**src/design/nmea_sentence_classifier_defines.svh**
```systemverilog
// Assertion macros shared by the sentence classifier RTL.
// No dependencies; included by files that carry concurrent checks.
`ifndef NMEA_SENTENCE_CLASSIFIER_DEFINES_SVH
`define NMEA_SENTENCE_CLASSIFIER_DEFINES_SVH

`ifndef SYNTHESIS
// Same-cycle implication
`define NSC_ASSERT_NOW(label, clk, rst, ante, cons, msg) \
   label: assert property (@(posedge clk) disable iff (rst) (ante) |-> (cons)) \
      else $error(msg);
// Next-cycle implication
`define NSC_ASSERT_NEXT(label, clk, rst, ante, cons, msg) \
   label: assert property (@(posedge clk) disable iff (rst) (ante) |=> (cons)) \
      else $error(msg);
`else
`define NSC_ASSERT_NOW(label, clk, rst, ante, cons, msg)
`define NSC_ASSERT_NEXT(label, clk, rst, ante, cons, msg)
`endif

`endif

```
**src/design/nsc_pkg.sv**
```systemverilog
// Shared types, codes and lookup functions for the NMEA sentence classifier.
// No dependencies.
package nsc_pkg;

   localparam int NSC_MAX_LEN = 128;

   localparam logic [7:0] CH_DOLLAR = 8'h24;
   localparam logic [7:0] CH_STAR   = 8'h2A;
   localparam logic [7:0] CH_COMMA  = 8'h2C;
   localparam logic [7:0] CH_CR     = 8'h0D;
   localparam logic [7:0] CH_LF     = 8'h0A;
   localparam logic [7:0] CH_G      = 8'h47;
   localparam logic [7:0] CH_P      = 8'h50;

   localparam logic [2:0] KIND_GGA = 3'd0;
   localparam logic [2:0] KIND_GSA = 3'd1;
   localparam logic [2:0] KIND_GSV = 3'd2;
   localparam logic [2:0] KIND_GLL = 3'd3;
   localparam logic [2:0] KIND_RMC = 3'd4;
   localparam logic [2:0] KIND_VTG = 3'd5;
   localparam logic [2:0] KIND_ZDA = 3'd6;

   localparam logic [1:0] VERDICT_UNKNOWN = 2'd0;
   localparam logic [1:0] VERDICT_VALID   = 2'd1;
   localparam logic [1:0] VERDICT_INVALID = 2'd2;

   typedef struct packed {
      logic       emit;           // byte closes a sentence
      logic [2:0] sentence_type;
      logic [1:0] verdict;
   } nsc_result_type;

   // Checked comma field per kind; zero means no field check.
   function automatic logic [3:0] tok_index(input logic [2:0] k);
      logic [3:0] r;
      unique case (k)
         KIND_GGA: r = 4'd6;
         KIND_GSA: r = 4'd2;
         KIND_GLL: r = 4'd6;
         KIND_RMC: r = 4'd2;
         KIND_VTG: r = 4'd9;
         default:  r = 4'd0;
      endcase
      return r;
   endfunction

   function automatic logic [7:0] tok_ref(input logic [2:0] k);
      logic [7:0] r;
      unique case (k)
         KIND_GGA: r = 8'h30;  // '0'
         KIND_GSA: r = 8'h31;  // '1'
         KIND_GLL: r = 8'h41;  // 'A'
         KIND_RMC: r = 8'h41;  // 'A'
         KIND_VTG: r = 8'h4E;  // 'N'
         default:  r = 8'h00;
      endcase
      return r;
   endfunction

   // 1: field must equal the reference; 0: field must differ
   function automatic logic tok_equal(input logic [2:0] k);
      return (k == KIND_GLL) || (k == KIND_RMC);
   endfunction

   // {is_hex, value}
   function automatic logic [4:0] hex_value(input logic [7:0] b);
      logic [4:0] r;
      priority if (b >= 8'h30 && b <= 8'h39) r = {1'b1, 4'(b - 8'h30)};
      else if (b >= 8'h41 && b <= 8'h46)   r = {1'b1, 4'(b - 8'h37)};
      else if (b >= 8'h61 && b <= 8'h66)   r = {1'b1, 4'(b - 8'h57)};
      else                                 r = 5'd0;
      return r;
   endfunction

   // Kind from characters three to five; bit 3 set on no match.
   function automatic logic [3:0] decide_kind(input logic [7:0] t, input logic [7:0] f,
                                              input logic [7:0] b);
      logic [3:0] r;
      priority if (t == 8'h47 && f == 8'h47 && b == 8'h41) r = {1'b0, KIND_GGA};
      else if (t == 8'h47 && f == 8'h53 && b == 8'h41)   r = {1'b0, KIND_GSA};
      else if (t == 8'h47 && f == 8'h53 && b == 8'h56)   r = {1'b0, KIND_GSV};
      else if (t == 8'h47 && f == 8'h4C && b == 8'h4C)   r = {1'b0, KIND_GLL};
      else if (t == 8'h52 && f == 8'h4D && b == 8'h43)   r = {1'b0, KIND_RMC};
      else if (t == 8'h56 && f == 8'h54 && b == 8'h47)   r = {1'b0, KIND_VTG};
      else if (t == 8'h5A && f == 8'h44 && b == 8'h41)   r = {1'b0, KIND_ZDA};
      else                                               r = {1'b1, KIND_GGA};
      return r;
   endfunction

endpackage

```
**src/design/nsc_parser.sv**
```systemverilog
// Per-sentence parse state and the single-pass byte update.
// Depends on nsc_pkg and the classifier assertion macros.
`include "nmea_sentence_classifier_defines.svh"

module nsc_parser
   import nsc_pkg::*;
#(
   parameter int MAX_LEN = NSC_MAX_LEN
) (
   input  logic           clock,
   input  logic           reset,
   input  logic           step,
   input  logic [7:0]     rx_byte,
   output nsc_result_type res
);

   localparam int PW = $clog2(MAX_LEN);
   localparam logic [PW-1:0] POS_1    = PW'(1);
   localparam logic [PW-1:0] POS_2    = PW'(2);
   localparam logic [PW-1:0] POS_3    = PW'(3);
   localparam logic [PW-1:0] POS_4    = PW'(4);
   localparam logic [PW-1:0] POS_5    = PW'(5);
   localparam logic [PW-1:0] POS_6    = PW'(6);
   localparam logic [PW-1:0] POS_LAST = PW'(MAX_LEN - 1);

   logic          in_sentence_ff,  in_sentence_in;
   logic [PW-1:0] char_position_ff, char_position_in;
   logic [7:0]    third_char_ff,   third_char_in;
   logic [7:0]    fourth_char_ff,  fourth_char_in;
   logic [2:0]    kind_code_ff,    kind_code_in;
   logic          prefix_failed_ff, prefix_failed_in;
   logic [7:0]    running_xor_ff,  running_xor_in;
   logic [4:0]    field_number_ff, field_number_in;
   logic [1:0]    field_count_ff,  field_count_in;
   logic          field_mismatch_ff, field_mismatch_in;
   logic          star_seen_ff,    star_seen_in;
   logic [1:0]    digits_ff,       digits_in;
   logic [7:0]    given_sum_ff,    given_sum_in;

   logic [3:0]    kind_dec;
   logic [4:0]    hex;
   logic [3:0]    chk_index;
   logic          sentence_end;
   logic          ok;
   logic          eq;
   logic          fix_valid;

   always_comb begin
      in_sentence_in    = in_sentence_ff;
      char_position_in  = char_position_ff;
      third_char_in     = third_char_ff;
      fourth_char_in    = fourth_char_ff;
      kind_code_in      = kind_code_ff;
      prefix_failed_in  = prefix_failed_ff;
      running_xor_in    = running_xor_ff;
      field_number_in   = field_number_ff;
      field_count_in    = field_count_ff;
      field_mismatch_in = field_mismatch_ff;
      star_seen_in      = star_seen_ff;
      digits_in         = digits_ff;
      given_sum_in      = given_sum_ff;
      kind_dec          = decide_kind(third_char_ff, fourth_char_ff, rx_byte);
      hex               = hex_value(rx_byte);
      chk_index         = 4'd0;
      sentence_end      = 1'b0;
      ok                = 1'b0;
      eq                = 1'b0;
      fix_valid         = 1'b1;
      res               = '0;

      if (!in_sentence_ff) begin
         if (rx_byte == CH_DOLLAR) begin
            in_sentence_in    = 1'b1;
            char_position_in  = POS_1;
            third_char_in     = '0;
            fourth_char_in    = '0;
            kind_code_in      = KIND_GGA;
            prefix_failed_in  = 1'b0;
            running_xor_in    = '0;
            field_number_in   = '0;
            field_count_in    = '0;
            field_mismatch_in = 1'b0;
            star_seen_in      = 1'b0;
            digits_in         = '0;
            given_sum_in      = '0;
         end
      end else begin
         // prefix "$GP" + three-letter type
         if (char_position_ff == POS_1 && rx_byte != CH_G) prefix_failed_in = 1'b1;
         else if (char_position_ff == POS_2 && rx_byte != CH_P) prefix_failed_in = 1'b1;
         else if (char_position_ff == POS_3) third_char_in = rx_byte;
         else if (char_position_ff == POS_4) fourth_char_in = rx_byte;
         else if (char_position_ff == POS_5) begin
            kind_code_in = kind_dec[2:0];
            if (kind_dec[3]) prefix_failed_in = 1'b1;
         end

         chk_index = tok_index(kind_code_in);

         if (rx_byte != CH_CR && rx_byte != CH_LF) begin
            if (!star_seen_ff) begin
               if (rx_byte == CH_STAR) begin
                  star_seen_in = 1'b1;
               end else begin
                  running_xor_in = running_xor_ff ^ rx_byte;
                  if (rx_byte == CH_COMMA) begin
                     if (field_number_ff != 5'd31) field_number_in = field_number_ff + 5'd1;
                  end else if (char_position_ff >= POS_6 && chk_index != 4'd0 &&
                               field_number_ff == {1'b0, chk_index}) begin
                     if (field_count_ff != 2'd0 || rx_byte != tok_ref(kind_code_in))
                        field_mismatch_in = 1'b1;
                     if (field_count_ff != 2'd2) field_count_in = field_count_ff + 2'd1;
                  end
               end
            end else begin
               if (digits_ff < 2'd2 && hex[4]) begin
                  given_sum_in = {given_sum_ff[3:0], hex[3:0]};
                  digits_in    = digits_ff + 2'd1;
               end else begin
                  digits_in = 2'd3;  // malformed checksum
               end
            end
         end

         char_position_in = char_position_ff + POS_1;
         sentence_end     = (rx_byte == CH_LF) || (char_position_in == POS_LAST);

         ok = (char_position_in >= POS_6) && !prefix_failed_in;
         if (star_seen_in && (digits_in != 2'd2 || given_sum_in != running_xor_in))
            ok = 1'b0;

         eq = (field_count_in != 2'd0) && !field_mismatch_in;
         if (chk_index != 4'd0) fix_valid = tok_equal(kind_code_in) ? eq : !eq;

         if (sentence_end) begin
            res.emit          = 1'b1;
            res.sentence_type = ok ? kind_code_in : KIND_GGA;
            res.verdict       = !ok ? VERDICT_UNKNOWN :
                                (fix_valid ? VERDICT_VALID : VERDICT_INVALID);
            in_sentence_in    = 1'b0;
            char_position_in  = '0;
            third_char_in     = '0;
            fourth_char_in    = '0;
            kind_code_in      = KIND_GGA;
            prefix_failed_in  = 1'b0;
            running_xor_in    = '0;
            field_number_in   = '0;
            field_count_in    = '0;
            field_mismatch_in = 1'b0;
            star_seen_in      = 1'b0;
            digits_in         = '0;
            given_sum_in      = '0;
         end
      end
   end

   always_ff @(posedge clock) begin
      if (reset) begin
         in_sentence_ff    <= 1'b0;
         char_position_ff  <= '0;
         third_char_ff     <= '0;
         fourth_char_ff    <= '0;
         kind_code_ff      <= KIND_GGA;
         prefix_failed_ff  <= 1'b0;
         running_xor_ff    <= '0;
         field_number_ff   <= '0;
         field_count_ff    <= '0;
         field_mismatch_ff <= 1'b0;
         star_seen_ff      <= 1'b0;
         digits_ff         <= '0;
         given_sum_ff      <= '0;
      end else if (step) begin
         in_sentence_ff    <= in_sentence_in;
         char_position_ff  <= char_position_in;
         third_char_ff     <= third_char_in;
         fourth_char_ff    <= fourth_char_in;
         kind_code_ff      <= kind_code_in;
         prefix_failed_ff  <= prefix_failed_in;
         running_xor_ff    <= running_xor_in;
         field_number_ff   <= field_number_in;
         field_count_ff    <= field_count_in;
         field_mismatch_ff <= field_mismatch_in;
         star_seen_ff      <= star_seen_in;
         digits_ff         <= digits_in;
         given_sum_ff      <= given_sum_in;
      end
   end

   `NSC_ASSERT_NEXT(a_idle_after_end, clock, reset, step && res.emit, !in_sentence_ff, "no idle")
   `NSC_ASSERT_NOW(a_pos_nonzero, clock, reset, in_sentence_ff, char_position_ff != '0, "pos zero")

endmodule

```
**src/design/nmea_sentence_classifier.sv**
```systemverilog
// The request holding the closing byte is registered in the input register, and its result in
// the result register. Throughput: one byte per cycle, set by the single-pass parser update;
// a result waiting on rsp_ready stalls only a closing byte.
// Reset (synchronous, active high) empties both registers and drops any partial sentence.
// Top level of the NMEA sentence classifier; depends on nsc_pkg and nsc_parser.
`include "nmea_sentence_classifier_defines.svh"

module nmea_sentence_classifier
   import nsc_pkg::*;
#(
   parameter int MAX_LEN = NSC_MAX_LEN
) (
   input  logic       clock,
   input  logic       reset,
   input  logic       req_valid,
   output logic       req_ready,
   input  logic [7:0] req_rx_byte,
   output logic       rsp_valid,
   input  logic       rsp_ready,
   output logic [2:0] rsp_sentence_type,
   output logic [1:0] rsp_verdict
);

   // input register
   logic       in_valid_ff, in_valid_in;
   logic [7:0] in_byte_ff;

   // result register
   logic       rsp_valid_ff, rsp_valid_in;
   logic [2:0] rsp_type_ff;
   logic [1:0] rsp_verdict_ff;

   nsc_result_type parse_res;
   logic           advance;

   nsc_parser #(
      .MAX_LEN (MAX_LEN)
   ) u_parser (
      .clock   (clock),
      .reset   (reset),
      .step    (advance),
      .rx_byte (in_byte_ff),
      .res     (parse_res)
   );

   // A byte moves through the parser unless it closes a sentence while the
   // previous result is still held.
   assign advance   = in_valid_ff && (!parse_res.emit || !rsp_valid_ff || rsp_ready);
   assign req_ready = !in_valid_ff || advance;

   always_comb begin
      in_valid_in = in_valid_ff;
      if (advance) in_valid_in = 1'b0;
      if (req_valid && req_ready) in_valid_in = 1'b1;

      rsp_valid_in = rsp_valid_ff;
      if (rsp_ready) rsp_valid_in = 1'b0;
      if (advance && parse_res.emit) rsp_valid_in = 1'b1;
   end

   always_ff @(posedge clock) begin
      if (reset) begin
         in_valid_ff  <= 1'b0;
         rsp_valid_ff <= 1'b0;
      end else begin
         in_valid_ff  <= in_valid_in;
         rsp_valid_ff <= rsp_valid_in;
      end
   end

   // payload registers, no reset
   always_ff @(posedge clock) begin
      if (req_valid && req_ready) in_byte_ff <= req_rx_byte;
      if (advance && parse_res.emit) begin
         rsp_type_ff    <= parse_res.sentence_type;
         rsp_verdict_ff <= parse_res.verdict;
      end
   end

   assign rsp_valid         = rsp_valid_ff;
   assign rsp_sentence_type = rsp_type_ff;
   assign rsp_verdict       = rsp_verdict_ff;

   `NSC_ASSERT_NOW(a_no_overwrite, clock, reset, rsp_valid_ff && !rsp_ready && parse_res.emit, !advance, "held result would be overwritten")
   `NSC_ASSERT_NOW(a_unknown_type, clock, reset, rsp_valid_ff && rsp_verdict_ff == VERDICT_UNKNOWN, rsp_type_ff == KIND_GGA, "unknown verdict with nonzero type")

endmodule
```
**config.mk**
```make
export PLATFORM = sky130hd
export DESIGN_NAME = nmea_sentence_classifier
export DESIGN_NICKNAME = d
export VERILOG_FILES = /design/src/design/nsc_pkg.sv /design/src/design/nsc_parser.sv /design/src/design/nmea_sentence_classifier.sv
export VERILOG_INCLUDE_DIRS = /design/src /design/src/design
export SDC_FILE = /design/constraint.sdc
export NUM_CORES = 1
export LEC_CHECK = 0
export CELL_PAD_IN_SITES_DETAIL_PLACEMENT = 0
export CELL_PAD_IN_SITES_GLOBAL_PLACEMENT = 2
export CORE_UTILIZATION = 42
export CTS_CLUSTER_DIAMETER = 60
export DETAILED_ROUTE_END_ITERATION = 10
export DONT_BUFFER_PORTS = 1
export PLACE_DENSITY = 0.89
export SYNTH_ARGS = -nofsm -noshare
export SYNTH_HDL_FRONTEND = slang
export SYNTH_SLANG_ARGS = --single-unit
```
**constraint.sdc**
```tcl
create_clock -name clock -period 11.4 [get_ports clock]
set_clock_uncertainty 0.15 [all_clocks]
set_input_delay 2.28 -clock clock [delete_from_list [all_inputs] [get_ports clock]]
set_output_delay 2.28 -clock clock [all_outputs]
set_load 0.02 [all_outputs]
```
---- Word-level counts from Yosys, hierarchy flattened ----
Index checks and enable logic that the tools add are counted.
cells by class
  add/sub/neg operators ................... 7
  $lt $le $gt $ge ......................... 9
  equality and inequality tests ........... 49
  multiplexer cells ....................... 121
  bitwise operators ....................... 1
  reduce and logical (&&, ||, !) cells .... 56
operator list
  cell                  count
  $mux W8               30
  $eq A8 B7 Y1 const B  15
  $mux W5               11
  $mux W1               37
  $mux W2               18
  $mux W4               8
  $mux W3               10
  $ne A3 B3 Y1 const B  10
  $logic_and A1 B1 Y1   28
  $pmux W7 S4           1
  $eq A8 B6 Y1 const B  3
  $mux W7               3
  $ge A8 B7 Y1 const B  2
  $le A8 B7 Y1 const B  2
  $ne A8 B4 Y1 const B  2
  $ne A8 B7 Y1 const B  2
  $ne A8 B8 Y1          2
  $eq A7 B2 Y1 const B  2
  $eq A7 B3 Y1 const B  2
  $ge A7 B3 Y1 const B  2
  $mux W6               2
  $pmux W4 S3           1
  $reduce_bool A2 Y1    5
  $eq A8 B4 Y1 const B  1
  27 further kinds      44
word-level totals
  register bits after elaboration ......... 70
  input bits .............................. 12
  output and inout port bits .............. 7
  word-level logic and storage cells ...... 261

---- Logic depth before layout (Yosys ltp) ----
  depth after elaboration ................. 55
  depth in mapped cells ................... 14
  gate-level depth less buffers ........... 12

---- Modules after synthesis ----
From an unflattened synthesis, not the netlist that was laid out.
second synthesis, totals
  cells, all modules ...................... 546
  area, all modules ....................... 4433.0 um^2
modules (own cells, without submodules)
  module                    times used  cells each  area each (um^2)
  nsc_parser                1           521         3938.8
  nmea_sentence_classifier  1           25          494.2

---- Worst setup path after synthesis ----
OpenSTA, ideal clock, no wires.
  path type ............................... input-to-output
  from .................................... input port rsp_ready
  to ...................................... output port req_ready
  arrival ................................. 2754 ps
  path slack .............................. 6216 ps
  stages on the path ...................... 2
  path buffers ............................ 0
  path through ............................ nor2b_1 -> nand3_1
on the way
  longest elaborated chain between the ends .. 3
RTL lines
  item                 line                            text
  start: declaration   nmea_sentence_classifier.sv:19  input logic rsp_ready,
  $logic_or A1 B1 Y1   nmea_sentence_classifier.sv:48  assign advance = in_valid_ff && (!parse_res.emit || !rsp_valid_ff || rsp_ready);
  $logic_and A1 B1 Y1  nmea_sentence_classifier.sv:48
  $logic_or A1 B1 Y1   nmea_sentence_classifier.sv:49  assign req_ready = !in_valid_ff || advance;
  end: declaration     nmea_sentence_classifier.sv:16  output logic req_ready,
No other way between the ends.

---- Final worst setup path ----
Same ends and word-level chain as after synthesis.

==> impl_metrics.toml <==
[outcome]
outcome = "finished, final reports clean"

[critical_path]
regToRegStartpoint = "u_parser.third_char_ff[6]"
critical_path_required_ns = 8.97
critPathMaxStageDelay_ns = 0.29
cp.arrival_ns = 2.82
crit_path_cell_trace = "nor2b_1 -> nand3_1"
critPathSlowestCell = "nand3_1"
rrSetupSlack_ns = 7.26
worst-path-buf-inv = 0
r2r_end = "rsp_verdict[1]"
crit_type = "in2out"
critPathLaunchType = "input pin"
cpLargestDelayFamily = "simple AND/OR/NAND/NOR gates"
r2r_cells = 10
crit_path_end_kind = "output pin"
cp_max_fo = 5

[worst_hold_path]
whs_endpoint = "u_parser.running_xor_ff[5]"
hold_depth = 2
hp-class = "reg2reg"
hold_start = "u_parser.running_xor_ff[5]"

[floorplanning]
die_x_um = 104
coreArea_um2 = 9910
initial_core_util = 0.438
ios = 19
rows = 36
die_h_um = 104
die_area_um2 = 10800

[synthesis]
avgSynthCellArea_um2 = 8.24
yosysWarningCount = 0
async_reset_ff_frac = 0
syn_inst = 527
synth_most_common_cell = "nor2_1"
yosys.area.top_type_share = 0.263
synth.ff_latch_count = 70
synth_cell_type_count = 71
syn_area_um2 = 4340
synth.net_count = 552
ys.flop_type = "dfxtp_1"
synth-edff-count = 13
yosysTopAreaCell = "dfxtp_1"
ys_seq_area_frac = 0.353
synthTopCellsByArea = "dfxtp_1, edfxtp_1, a21oi_1"
synth_common_cells = "nor2_1, a21oi_1, dfxtp_1"

[timing]
relSlewSlack = 0.266
worst_pin_slew_ns = 1.09
rsz0062_at_grt = "no"
setup_ws_ns = 6.15
layout_min_cycle_time_ns = 5.25
tns_ns = 0
hold_viol = 0
maxSlewViolCount = 0
setup_viol = 0
fmax_mhz = 191
fin_crit_sh = 0.460

[finish]
layout-drive-gt1-share = 0.0799
syn_to_final_growth_pct = 5.16
diodes = 0
fillCellCount = 1013
nets = 533

[routing]
first_pass_iters = 5
drt_iter0_drc = 246
drc_errors = 0
routed_wl_mm = 11.4
vias_per_cell = 5.81
wl_per_cell_um = 17.7
vias = 3756
drtAntennaViolNets = 0

[global_route]
grt_pass1_wl_mm = 18.8
antenna_found_initial = 0
overflow = 0
grt_use_total = 0.219
grt_max_degree = 58
grt_pass1_vias = 3623

[placement]
io_buffer_count = 0
place_congestion = 0.810
pre_cts_slack_ns = 6.14
hpwl_mm = 7.80

[clocking]
cts-root-buf = "clkbuf_8"
cts_resized = 0
postCtsSetupBuffers = 0
path_clk_slew_ns = 0.08
numClockSinks = 70
cts_tree = "yes"
clk_latency_ns = 0.36
htreeDepth = 3
cts.hold.buffers_added = 0
numCtsBuffers = 9
clock_path_buffers = 2

[pwr]
ir_drop_mv = 0.0622
leakagePower_nw = 1.45
power.density_nw_per_um2 = 114

[job]
drv_cap = 0
## layout make-up
class | count | area, µm² | share of cell area
Clock inverter | 7 | 104 | 0.0227
Clock buffer | 9 | 124 | 0.0271
Multi-Input combinational cell | 413 | 2580 | 0.565
Tap cell | 133 | 166 | 0.0364
Timing Repair Buffer | 3 | 22.5 | 0.00493
Sequential cell | 70 | 1530 | 0.335
Inverter | 11 | 41.3 | 0.00904
## registers in the layout, indices dropped and copies added (netlist names), 5 cells and up
name and count:
u_parser.fourth_char_ff 8, in_byte_ff 8, u_parser.third_char_ff 8, u_parser.field_number_ff 5
u_parser.char_position_ff 7, u_parser.given_sum_ff 8, u_parser.running_xor_ff 8
## placed cells by master, fill, tap and decap left out, types with 9 or more instances in the layout
cell,netlist,routed
a22oi_1,10,10
dfxtp_1,57,57
nor3_1,22,22
xor2_1,10,10
ha_1,13,13
nand4_1,12,12
nor2_1,60,60
nand3_1,28,28
nand2_1,42,42
xnor2_1,14,14
inv_1,11,11
a21oi_1,58,58
edfxtp_1,13,13
o21ai_0,20,20
clkbuf_8,3,9
mux2i_1,10,10
## metal layers
metal | up-vias | part of all wire | global-route usage
li1 | 1888 | - | -
met2 | 72 | 0.45 | 0.340
met4 | 0 | 0.014 | 0.0724
met1 | 1783 | 0.50 | 0.308
met5 | - | 0 | 0
met3 | 13 | 0.038 | 0.0390
## how the worst max path moves through the flow
stage                          from        end  slack, ns  cells after the start
after floorplan           rsp_ready  req_ready       6.22                      2
after global placement    rsp_ready  req_ready       6.18                      2
after detailed placement  rsp_ready  req_ready       6.14                      2
after CTS                 rsp_ready  req_ready       6.15                      2
after global routing      rsp_ready  req_ready       6.09                      2
final                     rsp_ready  req_ready       6.15                      2
## stage by stage
stage	instances	area, µm²	hold slack (ns)	total power [mW]	utilization
final	646	4570	0.327	0.523	0.461
after global placement	630	4340	0.303	0.292	0.438
after floorplan	527	4340	0.297	0.288	-
after CTS	646	4570	0.328	0.528	0.461
after detailed placement	630	4340	0.316	0.292	0.438
after global routing	646	4570	0.359	0.539	0.461
## report_power, final
part	internal [mW]	switching (mW)	leakage, nW
clock network	0.126	0.109	0.115
registers	0.254	0.0101	0.572
logic	0.0100	0.0128	0.761
total	0.390	0.132	1.45
## cells by family (layout without fill, tap and decap cells)
group / after synthesis / in the layout / synth area share
AND/OR/NAND/NOR: 229 / 229 / 0.278
AO/OA/AOI/OAI: 135 / 135 / 0.199
flip-flops: 70 / 70 / 0.353
buffers and inverters: 44 / 30 / 0.0553
XOR/XNOR: 24 / 24 / 0.0484
adder cells (fa/ha/maj): 13 / 13 / 0.0374
multiplexers: 12 / 12 / 0.0291
## worst register-to-register path, cell delays in order (launching register included)
cell and delay (ns):
dfxtp_1 0.34, nor4bb_1 0.92, nand4_1 0.29, o22ai_1 0.38
o2bb2ai_1 0.24, or4_1 0.54, a21oi_1 0.18, o31a_2 0.22
mux2_4 0.31, a21boi_2 0.16, o21ba_1 0.18
Note: power is estimated with default switching activity, not from simulation.
